<file path="src/rtl/pcbl_pkg.sv">
// ----------------------------------------------------------------------------
// pcbl_pkg: shared types and constants
// Widths, result kind codes and the divider request and response types for
// the polyline clip block.
// ----------------------------------------------------------------------------
package pcbl_pkg;

	localparam int DATA_W = 32;
	localparam int DIFF_W = DATA_W + 1;
	localparam int CNT_W  = $clog2(DATA_W);

	typedef logic signed [DATA_W-1:0] coord_t;
	typedef logic signed [DIFF_W-1:0] diff_t;
	typedef logic        [DATA_W-1:0] umag_t;

	typedef enum logic {
		KIND_COORD = 1'b0,
		KIND_GAP   = 1'b1
	} entry_kind_t;

	// start pulse plus signed operands, quotient is |a| * |b| / |d|
	typedef struct packed {
		logic  start;
		diff_t num_a;
		diff_t mul_b;
		diff_t den_d;
	} div_req_t;

	typedef struct packed {
		logic  done;
		umag_t quo;
	} div_rsp_t;

	function automatic umag_t mag_of(input diff_t v);
		diff_t neg_v;
		neg_v = -v;
		return v[DIFF_W-1] ? neg_v[DATA_W-1:0] : v[DATA_W-1:0];
	endfunction

endpackage

</file>
<file path="src/rtl/pcbl_ifs.sv">
// ----------------------------------------------------------------------------
// pcbl_ifs: item channels
// Valid/ready channels for input points and clipped result entries.
// ----------------------------------------------------------------------------
interface pcbl_pt_if;
	import pcbl_pkg::*;

	logic   valid;
	logic   ready;
	coord_t point_y;
	coord_t point_z;
	logic   first_point;
	logic   final_point;

	modport source (output valid, point_y, point_z, first_point, final_point, input ready);
	modport sink   (input valid, point_y, point_z, first_point, final_point, output ready);
endinterface

interface pcbl_res_if;
	import pcbl_pkg::*;

	logic   valid;
	logic   ready;
	logic   entry_kind;
	coord_t out_y;
	coord_t out_z;
	logic   run_end;

	modport source (output valid, entry_kind, out_y, out_z, run_end, input ready);
	modport sink   (input valid, entry_kind, out_y, out_z, run_end, output ready);
endinterface

</file>
<file path="src/rtl/pcbl_muldiv.sv">
// ----------------------------------------------------------------------------
// pcbl_muldiv: bit-serial multiply-divide
// Computes floor(|a| * |b| / |d|) for |a| < |d|, one bit of b per cycle,
// msb first, keeping the running remainder below d.
// ----------------------------------------------------------------------------
module pcbl_muldiv import pcbl_pkg::*; (
	input  logic     clk,
	input  logic     arst_n,
	input  div_req_t req,
	output div_rsp_t rsp
);

	typedef enum logic {
		D_IDLE,
		D_RUN
	} dstate_t;

	dstate_t            state_q;
	logic [CNT_W-1:0]   cnt_q;
	umag_t              a_q;
	umag_t              b_q;
	umag_t              d_q;
	umag_t              rem_q;
	umag_t              quo_q;
	logic               done_q;

	logic [DATA_W:0]    r2;
	logic [DATA_W:0]    t1;
	logic [DATA_W:0]    r3;
	logic [DATA_W:0]    d_ext;
	logic [DATA_W:0]    rem_w;
	logic               ge1;
	logic               ge2;
	umag_t              quo_n;

	always_comb begin
		d_ext = {1'b0, d_q};
		r2    = {rem_q, 1'b0};
		ge1   = (r2 >= d_ext);
		t1    = ge1 ? (r2 - d_ext) : r2;
		// add a when the current bit of b is set, then one more reduction
		r3    = b_q[DATA_W-1] ? (t1 + {1'b0, a_q}) : t1;
		ge2   = b_q[DATA_W-1] && (r3 >= d_ext);
		rem_w = ge2 ? (r3 - d_ext) : r3;
		quo_n = {quo_q[DATA_W-2:0], 1'b0} + {{(DATA_W-2){1'b0}}, ge1 & ge2, ge1 ^ ge2};
	end

	always_ff @(posedge clk or negedge arst_n) begin
		if (!arst_n) begin
			state_q <= D_IDLE;
			cnt_q   <= '0;
			a_q     <= '0;
			b_q     <= '0;
			d_q     <= '0;
			rem_q   <= '0;
			quo_q   <= '0;
			done_q  <= 1'b0;
		end else begin
			done_q <= (state_q == D_RUN) && (cnt_q == '0);
			case (state_q)
				D_IDLE: begin
					if (req.start) begin
						a_q     <= mag_of(req.num_a);
						b_q     <= mag_of(req.mul_b);
						d_q     <= mag_of(req.den_d);
						rem_q   <= '0;
						quo_q   <= '0;
						cnt_q   <= CNT_W'(DATA_W - 1);
						state_q <= D_RUN;
					end
				end
				D_RUN: begin
					rem_q <= rem_w[DATA_W-1:0];
					quo_q <= quo_n;
					b_q   <= {b_q[DATA_W-2:0], 1'b0};
					cnt_q <= cnt_q - 1'b1;
					if (cnt_q == '0) begin
						state_q <= D_IDLE;
					end
				end
				default: state_q <= D_IDLE;
			endcase
		end
	end

	assign rsp.done = done_q;
	assign rsp.quo  = quo_q;

endmodule

</file>
<file path="src/rtl/polyline_clip_below_level.sv">
// ----------------------------------------------------------------------------
// polyline_clip_below_level: clip a cross-section polyline below a level
// Keeps the parts of the polyline at or below water_level, adds the
// interpolated crossing points and gap markers between wet runs.
// ----------------------------------------------------------------------------
//  channel   dir   handshake        payload
//  pt        in    valid / ready    point_y, point_z, first_point, final_point
//  res       out   valid / ready    entry_kind, out_y, out_z, run_end
//  cfg       in    cfg_we           cfg_data (water_level)
//
//  a point without a crossing is taken in S_IDLE, then S_EMIT sends its result entries
//  a crossing adds the operand load, 32 steps of the bit-serial
//  multiply-divide (one bit of |dy| per cycle) and the done handoff
//  the output register lets the next point in while the last entry waits
//  reset clears the previous point, the emit flag and the level to zero
// ----------------------------------------------------------------------------
module polyline_clip_below_level import pcbl_pkg::*; (
	input  logic              clk,
	input  logic              arst_n,
	input  logic              cfg_we,
	input  logic [DATA_W-1:0] cfg_data,
	pcbl_pt_if.sink           pt,
	pcbl_res_if.source        res
);

	typedef enum logic [1:0] {
		S_IDLE,
		S_DIV,
		S_EMIT
	} state_t;

	state_t   state_q;
	coord_t   level_q;
	coord_t   prev_y_q;
	coord_t   prev_z_q;
	logic     emitted_pt_q;
	logic     cross_q;
	logic     pt_q;
	logic     gap_q;
	coord_t   cur_y_q;
	coord_t   cur_z_q;
	coord_t   base_y_q;
	logic     neg_q;
	div_req_t div_req_q;
	div_rsp_t div_rsp;

	logic     out_valid_q;
	logic     out_kind_q;
	coord_t   out_y_q;
	coord_t   out_z_q;
	logic     out_end_q;

	logic     in_acc;
	logic     below;
	logic     crosses;
	logic     flag_mid;
	logic     gap_w;
	logic     out_free;
	coord_t   cross_y;
	logic     sel_kind;
	coord_t   sel_y;
	coord_t   sel_z;
	logic     sel_last;

	pcbl_muldiv u_muldiv (
		.clk    (clk),
		.arst_n (arst_n),
		.req    (div_req_q),
		.rsp    (div_rsp)
	);

	assign pt.ready = (state_q == S_IDLE);
	assign in_acc   = pt.valid && pt.ready;
	assign out_free = !out_valid_q || res.ready;

	always_comb begin
		below    = (pt.point_z <= level_q);
		crosses  = !pt.first_point &&
			(((prev_z_q < level_q) && (level_q < pt.point_z)) ||
			 ((level_q < prev_z_q) && (pt.point_z < level_q)));
		flag_mid = crosses || below || (emitted_pt_q && !pt.first_point);
		gap_w    = !pt.first_point && flag_mid && !pt.final_point && !below;
	end

	assign cross_y = neg_q ? (base_y_q - coord_t'(div_rsp.quo))
	                       : (base_y_q + coord_t'(div_rsp.quo));

	// pending entries go out in order: crossing, point, gap
	always_comb begin
		if (cross_q) begin
			sel_kind = KIND_COORD;
			sel_y    = cross_y;
			sel_z    = level_q;
			sel_last = !(pt_q || gap_q);
		end else if (pt_q) begin
			sel_kind = KIND_COORD;
			sel_y    = cur_y_q;
			sel_z    = cur_z_q;
			sel_last = !gap_q;
		end else begin
			sel_kind = KIND_GAP;
			sel_y    = '0;
			sel_z    = '0;
			sel_last = 1'b1;
		end
	end

	always_ff @(posedge clk or negedge arst_n) begin
		if (!arst_n) begin
			level_q <= '0;
		end else if (cfg_we) begin
			level_q <= coord_t'(cfg_data);
		end
	end

	always_ff @(posedge clk or negedge arst_n) begin
		if (!arst_n) begin
			state_q      <= S_IDLE;
			prev_y_q     <= '0;
			prev_z_q     <= '0;
			emitted_pt_q <= 1'b0;
			cross_q      <= 1'b0;
			pt_q         <= 1'b0;
			gap_q        <= 1'b0;
			cur_y_q      <= '0;
			cur_z_q      <= '0;
			base_y_q     <= '0;
			neg_q        <= 1'b0;
			div_req_q    <= '0;
			out_valid_q  <= 1'b0;
			out_kind_q   <= KIND_COORD;
			out_y_q      <= '0;
			out_z_q      <= '0;
			out_end_q    <= 1'b0;
		end else begin
			div_req_q.start <= in_acc && crosses;
			if ((state_q == S_EMIT) && out_free) begin
				out_valid_q <= 1'b1;
			end else if (res.ready) begin
				out_valid_q <= 1'b0;
			end
			case (state_q)
				S_IDLE: begin
					if (in_acc) begin
						cross_q      <= crosses;
						pt_q         <= below;
						gap_q        <= gap_w;
						emitted_pt_q <= flag_mid && !gap_w;
						cur_y_q      <= pt.point_y;
						cur_z_q      <= pt.point_z;
						base_y_q     <= prev_y_q;
						neg_q        <= (pt.point_y < prev_y_q);
						prev_y_q     <= pt.point_y;
						prev_z_q     <= pt.point_z;
						div_req_q.num_a <= diff_t'(level_q) - diff_t'(prev_z_q);
						div_req_q.mul_b <= diff_t'(pt.point_y) - diff_t'(prev_y_q);
						div_req_q.den_d <= diff_t'(pt.point_z) - diff_t'(prev_z_q);
						if (crosses) begin
							state_q <= S_DIV;
						end else if (below || gap_w) begin
							state_q <= S_EMIT;
						end
					end
				end
				S_DIV: begin
					if (div_rsp.done) begin
						state_q <= S_EMIT;
					end
				end
				S_EMIT: begin
					if (out_free) begin
						out_kind_q  <= sel_kind;
						out_y_q     <= sel_y;
						out_z_q     <= sel_z;
						out_end_q   <= sel_last;
						if (cross_q) begin
							cross_q <= 1'b0;
						end else if (pt_q) begin
							pt_q <= 1'b0;
						end else begin
							gap_q <= 1'b0;
						end
						if (sel_last) begin
							state_q <= S_IDLE;
						end
					end
				end
				default: state_q <= S_IDLE;
			endcase
		end
	end

	assign res.valid      = out_valid_q;
	assign res.entry_kind = out_kind_q;
	assign res.out_y      = out_y_q;
	assign res.out_z      = out_z_q;
	assign res.run_end    = out_end_q;

endmodule
</file>
<file path="src/flat_wrapper.sv">
// flat-port wrapper written by rule: the top's interface ports become plain ports
module polyline_clip_below_level_flat import pcbl_pkg::*;
  (clk, arst_n, cfg_we, cfg_data, pt_valid, pt_point_y, pt_point_z, pt_first_point, pt_final_point, pt_ready, res_valid, res_entry_kind, res_out_y, res_out_z, res_run_end, res_ready);
  pcbl_pt_if pt_i ();
  pcbl_res_if res_i ();
  input  logic clk;
  input  logic arst_n;
  input  logic cfg_we;
  input  logic [DATA_W-1:0] cfg_data;
  input wire logic [$bits(pt_i.valid)-1:0] pt_valid;
  input wire logic [$bits(pt_i.point_y)-1:0] pt_point_y;
  input wire logic [$bits(pt_i.point_z)-1:0] pt_point_z;
  input wire logic [$bits(pt_i.first_point)-1:0] pt_first_point;
  input wire logic [$bits(pt_i.final_point)-1:0] pt_final_point;
  output wire logic [$bits(pt_i.ready)-1:0] pt_ready;
  output wire logic [$bits(res_i.valid)-1:0] res_valid;
  output wire logic [$bits(res_i.entry_kind)-1:0] res_entry_kind;
  output wire logic [$bits(res_i.out_y)-1:0] res_out_y;
  output wire logic [$bits(res_i.out_z)-1:0] res_out_z;
  output wire logic [$bits(res_i.run_end)-1:0] res_run_end;
  input wire logic [$bits(res_i.ready)-1:0] res_ready;
  assign pt_i.valid = pt_valid;
  assign pt_i.point_y = pt_point_y;
  assign pt_i.point_z = pt_point_z;
  assign pt_i.first_point = pt_first_point;
  assign pt_i.final_point = pt_final_point;
  assign pt_ready = pt_i.ready;
  assign res_valid = res_i.valid;
  assign res_entry_kind = res_i.entry_kind;
  assign res_out_y = res_i.out_y;
  assign res_out_z = res_i.out_z;
  assign res_run_end = res_i.run_end;
  assign res_i.ready = res_ready;
  polyline_clip_below_level u_core (.clk(clk), .arst_n(arst_n), .cfg_we(cfg_we), .cfg_data(cfg_data), .pt(pt_i), .res(res_i));
endmodule
</file>
<file path="config.mk">
export PLATFORM = sky130hd
export DESIGN_NAME = polyline_clip_below_level_flat
export DESIGN_NICKNAME = d
export VERILOG_FILES = /design/src/rtl/pcbl_pkg.sv /design/src/rtl/pcbl_ifs.sv /design/src/rtl/pcbl_muldiv.sv /design/src/rtl/polyline_clip_below_level.sv /design/src/flat_wrapper.sv
export SDC_FILE = /design/constraint.sdc
export NUM_CORES = 2
export LEC_CHECK = 0
export BUFFER_PORTS_ARGS = -buffer_cell sky130_fd_sc_hd__buf_2
export CAP_MARGIN = 20
export CORE_ASPECT_RATIO = 1.25
export CORE_MARGIN = 2
export CORE_UTILIZATION = 30
export CTS_CLUSTER_SIZE = 10
export DETAILED_ROUTE_END_ITERATION = 16
export PLACE_DENSITY_LB_ADDON = 0.05
export SYNTH_ARGS = -nofsm -noshare
export SYNTH_HDL_FRONTEND = slang
export SYNTH_SLANG_ARGS = --single-unit
</file>
<file path="constraint.sdc">
create_clock -name clk -period 12.85 [get_ports clk]
set_input_delay 1.9275 -clock clk [delete_from_list [all_inputs] [get_ports clk]]
set_output_delay 1.9275 -clock clk [all_outputs]
set_load 0.1 [all_outputs]
</file>
# Word-level counts from Yosys, hierarchy flattened

Cells that the tools add are included.

Bits in latches: 0
Memories kept: 0
ROM bits: 0
Bits in registers: 469
Input port bits: 103
Word-level logic and storage cells: 144
RAM bits: 0

Multiplexer cells: 46
$mul: 0
Divide/modulo/power cells: 0
Shift operators: 0
Order comparisons: 8
$add $sub $neg: 13
Bitwise gates (word level): 3
Reductions and logical operators: 37
Equality and inequality tests: 10

Operators by type and width:

| cell                                          | count |
|---|---|
| two-way mux 32 bit                            | 11 |
| one-hot mux 32 bit (2 select lines)           | 3 |
| less-than comparator 32 bit                   | 5 |
| subtractor 32 x 32 -> 33 bit                  | 3 |
| negator 32 bit                                | 3 |
| >= comparator 33 x 32 -> 1 bit                | 2 |
| two-way mux 33 bit                            | 2 |
| subtractor 32 bit                             | 2 |
| adder 33 x 32 -> 33 bit                       | 1 |
| subtractor 33 x 32 -> 33 bit                  | 1 |
| adder 32 x 2 -> 32 bit                        | 1 |
| adder 32 bit                                  | 1 |
| <= comparator 32 bit                          | 1 |
| two-way mux 1 bit                             | 17 |
| logical AND 1 bit                             | 13 |
| two-way mux 2 bit                             | 6 |
| one-hot mux 5 bit (2 select lines)            | 1 |
| AND reduction 5 bit                           | 2 |
| != test 2 bit, second input constant          | 4 |
| one-hot mux 1 bit (2 select lines)            | 4 |
| logical NOT 1 bit                             | 7 |
| logical OR 1 bit                              | 6 |
| != test 2 x 1 -> 1 bit, second input constant | 3 |
| one-hot mux 2 bit (3 select lines)            | 1 |
| other kinds (14)                              | 17 |

# Depth between registers and ports, before layout

Depth after elaboration: 14
Depth in mapped cells: 46

# By module

A second synthesis with hierarchy kept.

Cell total of the unflattened synthesis: 4172
Area, all modules: 34519.4 µm²

Modules (own cells, without submodules):

| module                    | area an instance (µm²) | cells an instance | instances | seq. area each (µm²) |
|---|---|---|---|---|
| polyline_clip_below_level | 19277.2                | 2239              | 1         | 7557.2 |
| pcbl_muldiv               | 15242.1                | 1933              | 1         | 4179.0 |

# Worst setup path after synthesis

Ideal clock, no wire load.

Kind: reg2reg
Start: register u_core.u_muldiv.d_q[1]
End: register u_core.u_muldiv.quo_q[27]
Arrival: 8731 ps
Setup time: 120 ps
Stages on the path, launching flop included: 43
Required time: 12730 ps
Setup slack: 3998 ps
Cells stage by stage: dfrtp_1 inv_1 ha_1 nor2b_1 o31a_1 o31a_1 a211oi_2 o31ai_1 a21oi_1 inv_2 buf_2 mux2i_1 ha_1 a211oi_1 o21ai_0 a22oi_1 nor2_1 a21oi_1 (+7 left out) nand4_1 a2111oi_0 o21ai_1 nor3_1 o21ai_0 nand2_1 o21ai_2 clkbuf_1 inv_1 ha_1 ha_1 ha_1 nand3_1 or2_2 nor3_1 xnor2_1 nor2_1 a31o_2

Word-level cells in the longest chain between the ends: 9
Elaborated cells between the ends (all ways): 11

RTL lines:

| item                                                                           | line                                 | RTL |
|---|---|---|
| start: declaration                                                             | pcbl_muldiv.sv:22                    | `umag_t d_q;` |
| start signal: assignment                                                       | pcbl_muldiv.sv:65                    | `d_q <= mag_of(req.den_d);` |
| subtractor 33 x 32 -> 33 bit or >= comparator 33 x 32 -> 1 bit (tied branches) | pcbl_muldiv.sv:40, pcbl_muldiv.sv:39 |  |
| two-way mux 33 bit                                                             | pcbl_muldiv.sv:40                    | `t1 = ge1 ? (r2 - d_ext) : r2;` |
| adder 33 x 32 -> 33 bit                                                        | pcbl_muldiv.sv:42                    | `r3 = b_q[DATA_W-1] ? (t1 + {1'b0, a_q}) : t1;` |
| two-way mux 33 bit                                                             | pcbl_muldiv.sv:42                    |  |
| >= comparator 33 x 32 -> 1 bit                                                 | pcbl_muldiv.sv:43                    | `ge2 = b_q[DATA_W-1] && (r3 >= d_ext);` |
| logical AND 1 bit                                                              | pcbl_muldiv.sv:43                    |  |
| bitwise XOR 1 bit or bitwise AND 1 bit (tied branches)                         | pcbl_muldiv.sv:45                    | `quo_n = {quo_q[DATA_W-2:0], 1'b0} + {{(DATA_W-2){1'b0}}, ge1 & ge2, ge1 ^ ge2};` |
| adder 32 x 2 -> 32 bit *                                                       | pcbl_muldiv.sv:45                    |  |
| one-hot mux 32 bit (2 select lines) *                                          | pcbl_muldiv.sv:60                    | `case (state_q)` |
| end signal: assignment                                                         | pcbl_muldiv.sv:74                    | `quo_q <= quo_n;` |
| end: declaration                                                               | pcbl_muldiv.sv:24                    | `umag_t quo_q;` |

Mark *: on every way between the ends. The rest lies on a longest branch, timed or not.
A chain may end at the register's enable or synchronous reset.

# Worst setup path after layout

Ends and elaborated chain as after synthesis.

==> results by stage <==
Outcome:
- The flow ran to the end, and the final reports show no timing, DRC or antenna violations.

Cells and area:
- The count of non-filler cells in the finished layout is 5,712.
- The area taken by multi-input logic gates is 20,700 um^2.
- The register area is 11,700 um^2.
- The share of post-route cells with drive strength above 1 is 0.0842.
- The net total in the final layout is 4,583.
- The count of filler cells inserted in the layout is 11,970.
- The area overhead of the layout relative to synthesis is 11.9%.

Critical path:
- The reg-to-reg critical path startpoint is u_core.u_muldiv.d_q[1].
- The required time of the critical path is 13,380 ps.
- The worst register-to-register path has a depth of 40.
- STA classifies the critical path endpoint as a register.
- The most numerous cell type found on the critical path is ha_1.
- The arrival time of the worst setup path is 11,260 ps.
- The reg2reg setup slack is 2120 ps.
- The critical path is of the register to register type.
- In this run the worst path has a maximum fanout of 15.
- Tracing the worst setup path back leads to its startpoint at u_core.u_muldiv.d_q[1].
- The cell with the largest stage delay on the worst path is a22oi_1.
- The capture point of the critical path is u_core.u_muldiv.quo_q[27].
- The capture instance of the worst register-to-register path is u_core.u_muldiv.quo_q[27].
- For this run, the slowest stage of the critical path takes 580 ps.
- The worst setup path is launched from a register.

Min path:
- The tightest min-delay check is of the register to register type.

Detailed routing:
- The final routed wire length divided by cell count is 20.9 um.
- For this block, the initial DRC count from the detailed router was 1,775.
- The routed wire length is 120,000 um.
- The iteration count of the initial detailed-routing pass is 5.
- For this run, design rule violations remaining after detail routing come to 0.
- The via-per-instance ratio is 5.14.
- The count of nets left with antenna violations once routing finished came out at 0.
- The routed layout has 29,333 vias.

Clocking:
- The total of cells resized after clock tree synthesis is 0.
- The post-CTS setup-driven buffer insertion count is 0.
- The clock network latency to the later pin of the worst-skew pair is 650 ps.
- The number of clock buffers inserted by TritonCTS is 58.
- The tree is rooted in a clkbuf_16.
- The depth of the CTS H-tree is 2.
- TritonCTS built the clock tree.
- The maximum clock insertion buffer count is 3.
- The clock slew at the register clock pins of the worst setup and hold paths is 60 ps.
- In this run, post-CTS hold repair placed 0 buffers.
- The tree built by TritonCTS fans out to 469 sinks.

Synthesis:
- The average instance in the mapped netlist occupies 8.20 um^2.
- The number of enable-type register cells in the synthesized netlist is 0.
- dfrtp_1 takes more of the synthesized area than any other cell.
- In the synthesized netlist the dominant register cell turns out to be dfrtp_1.
- The area share of the largest cell type after synthesis is 0.346.
- For this run, asynchronously set or reset flops after synthesis account for 1.00.
- Yosys mapped the design onto 90 distinct sky130hd cell types.
- The count of yosys warnings during synthesis is 0.
- After synthesis, the cell types taking the most area are dfrtp_1 35%, ha_1 9.8%, o21ai_0 7.6%, nand2_1 6.5%, xor2_1 4.5%.
- Ranked by instance count, the synthesized netlist is headed by 590 x nand2_1, 513 x o21ai_0, 469 x dfrtp_1, 304 x a21oi_1, 266 x ha_1.
- The cell area that synthesis handed to floorplanning was 34,000 um^2.
- Yosys instantiated no cell more often than nand2_1.
- The sequential fraction of the synthesis area is 0.346.
- The post-synthesis instance total is 4,139.
- The number of flip-flops and latches in the synthesized netlist is 469.
- The number of nets in the synthesized netlist is 4,515.

Timing:
- The count of endpoints failing hold in the final timing report is 0.
- The number of max-slew violations in the final report is 0.
- The count of final setup violators is 0.
- The share of the cycle needed by the critical path after routing is 0.835.
- Setup repair after global routing left no endpoint under its margin.
- After layout, the minimum clock period comes to 10,730 ps.
- Across the routed clock network, the largest skew measured is 24.6 ps.
- Setup total negative slack on the finished layout was measured at 0 ps.
- The worst pin sits at a relative slew slack of 0.297.
- The worst-margin pin slew is 1060 ps.
- The maximum clock frequency is 93.2 MHz.

Flow run:
- The number of max-cap violations is 0.

Floorplanning:
- The die covers 116,000 um^2.
- For this configuration, the core starts out at a cell density of 0.301.
- The total area inside the core boundary comes to 113,000 um^2.
- The number of top-level pins is 171.
- Measured along the y axis, the die boundary spans 380 um.
- In this run the horizontal extent of the chip is 305 um.
- After floorplanning, the core was divided into 138 placement rows.

GRT:
- The initial antenna violation count came to 2.
- The first-pass GRT wire length is 185,000 um.
- Global routing finished with a remaining overflow of 0.
- Entering global routing, the biggest net connects 113 pins.
- In the global route stage, overall resource usage came out at 0.203.
- The via count of the first global-routing pass came to 29,620.

Placed design:
- In this run the tool buffered the top-level ports with 170 buffer cells.
- Detailed placement finished with a half-perimeter wire length of 91,300 um.
- Including well taps, the total number of placed cells is 5,615.
- At the end of routability-driven placement, the weighted congestion stood at 0.849.
[state kept, by name, summed over array words and instances, names as in the netlist, 2 cells and up]
| signal | count |
|---|---|
| u_core.u_muldiv.quo_q | 32 |
| u_core.u_muldiv.d_q | 32 |
| u_core.res.out_z | 32 |
| u_core.u_muldiv.a_q | 32 |
| u_core.base_y_q | 32 |
| u_core.res.out_y | 32 |
| u_core.u_muldiv.b_q | 32 |
| u_core.u_muldiv.cnt_q | 5 |
| u_core.prev_y_q | 32 |
| u_core.level_q | 32 |
| u_core.prev_z_q | 32 |
| u_core.state_q | 2 |
| u_core.u_muldiv.rem_q | 32 |
| u_core.div_req_q | 100 |
[final cells by class]
cell class              count  share of cell area
inverters                 222              0.0219
clock buffers              86              0.0438
well taps                1470              0.0484
diodes                      1           0.0000658
repair buffers            207              0.0310
clock inverters             8             0.00207
multi-input cells        3249               0.544
flip-flops and latches    469               0.309
[routing by layer]
metal	up-vias	wire length, um	GRT usage	share of wire
li1	14744	-	-	-
met2	466	52900	0.322	0.44
met1	14027	60600	0.296	0.51
met3	96	4130	0.0241	0.035
met5	-	0	0	0
met4	0	1970	0.0390	0.016
[cell families after synthesis]
group	after synthesis	share of synthesized area
multiplexers	47	0.0147
buffers and inverters	421	0.0469
XOR/XNOR	324	0.0836
AO/OA/AOI/OAI	1307	0.231
flip-flops	469	0.346
adder cells (fa/ha/maj)	274	0.102
AND/OR/NAND/NOR	1297	0.176
[worst min-delay path by stage]
stage | start | to | depth (start not counted)
3_5_place_dp | u_core.res.out_y[9] | u_core.res.out_y[9] | 2
3_3_place_gp | u_core.u_muldiv.d_q[28] | u_core.u_muldiv.d_q[28] | 2
4_1_cts | u_core.u_muldiv.b_q[6] | u_core.u_muldiv.b_q[7] | 2
6_report | u_core.res.out_y[18] | u_core.res.out_y[18] | 2
5_1_grt | u_core.u_muldiv.d_q[4] | u_core.u_muldiv.d_q[4] | 2
2_1_floorplan | u_core.u_muldiv.done_q | u_core.state_q[0] | 1
[cells in the final DEF, fill, tap and decap left out, types with 35 or more instances in the layout]
cell type	n
xnor2_1	149
o21a_1	38
xor2_1	175
nor3_1	65
dfrtp_1	465
nand2_1	588
clkbuf_16	58
o31ai_1	54
nand2b_1	55
inv_1	217
and3_1	83
buf_4	35
nand3_1	74
a21o_1	97
o21ai_0	513
nor2_1	241
ha_1	266
a21oi_1	303
buf_2	169
[critical path, delay by kind of cell, from the launching register on]
family          cells  cell delay [ps]
compound gates     15             4520
simple gates       11             2240
fa+ha+maj           6             1770
buf+inv             4              730
mux                 2              660
flops               1              440
xor+xnor            2              260
[per-stage QoR]
stage | hold WS [ps] | setup WS [ps] | util | cell area (um^2)
after floorplan | 436 | 4000 | - | 34000
after global placement | 462 | 2420 | 0.321 | 36200
after detailed placement | 470 | 2190 | 0.321 | 36200
after CTS | 477 | 2120 | 0.337 | 38000
after global routing | 495 | 1050 | 0.337 | 38000
final | 478 | 2120 | 0.337 | 38000
Power is left out: the tool's default activity adds up to more than one toggle a clock period on the data nets, which glitch-free logic cannot reach.
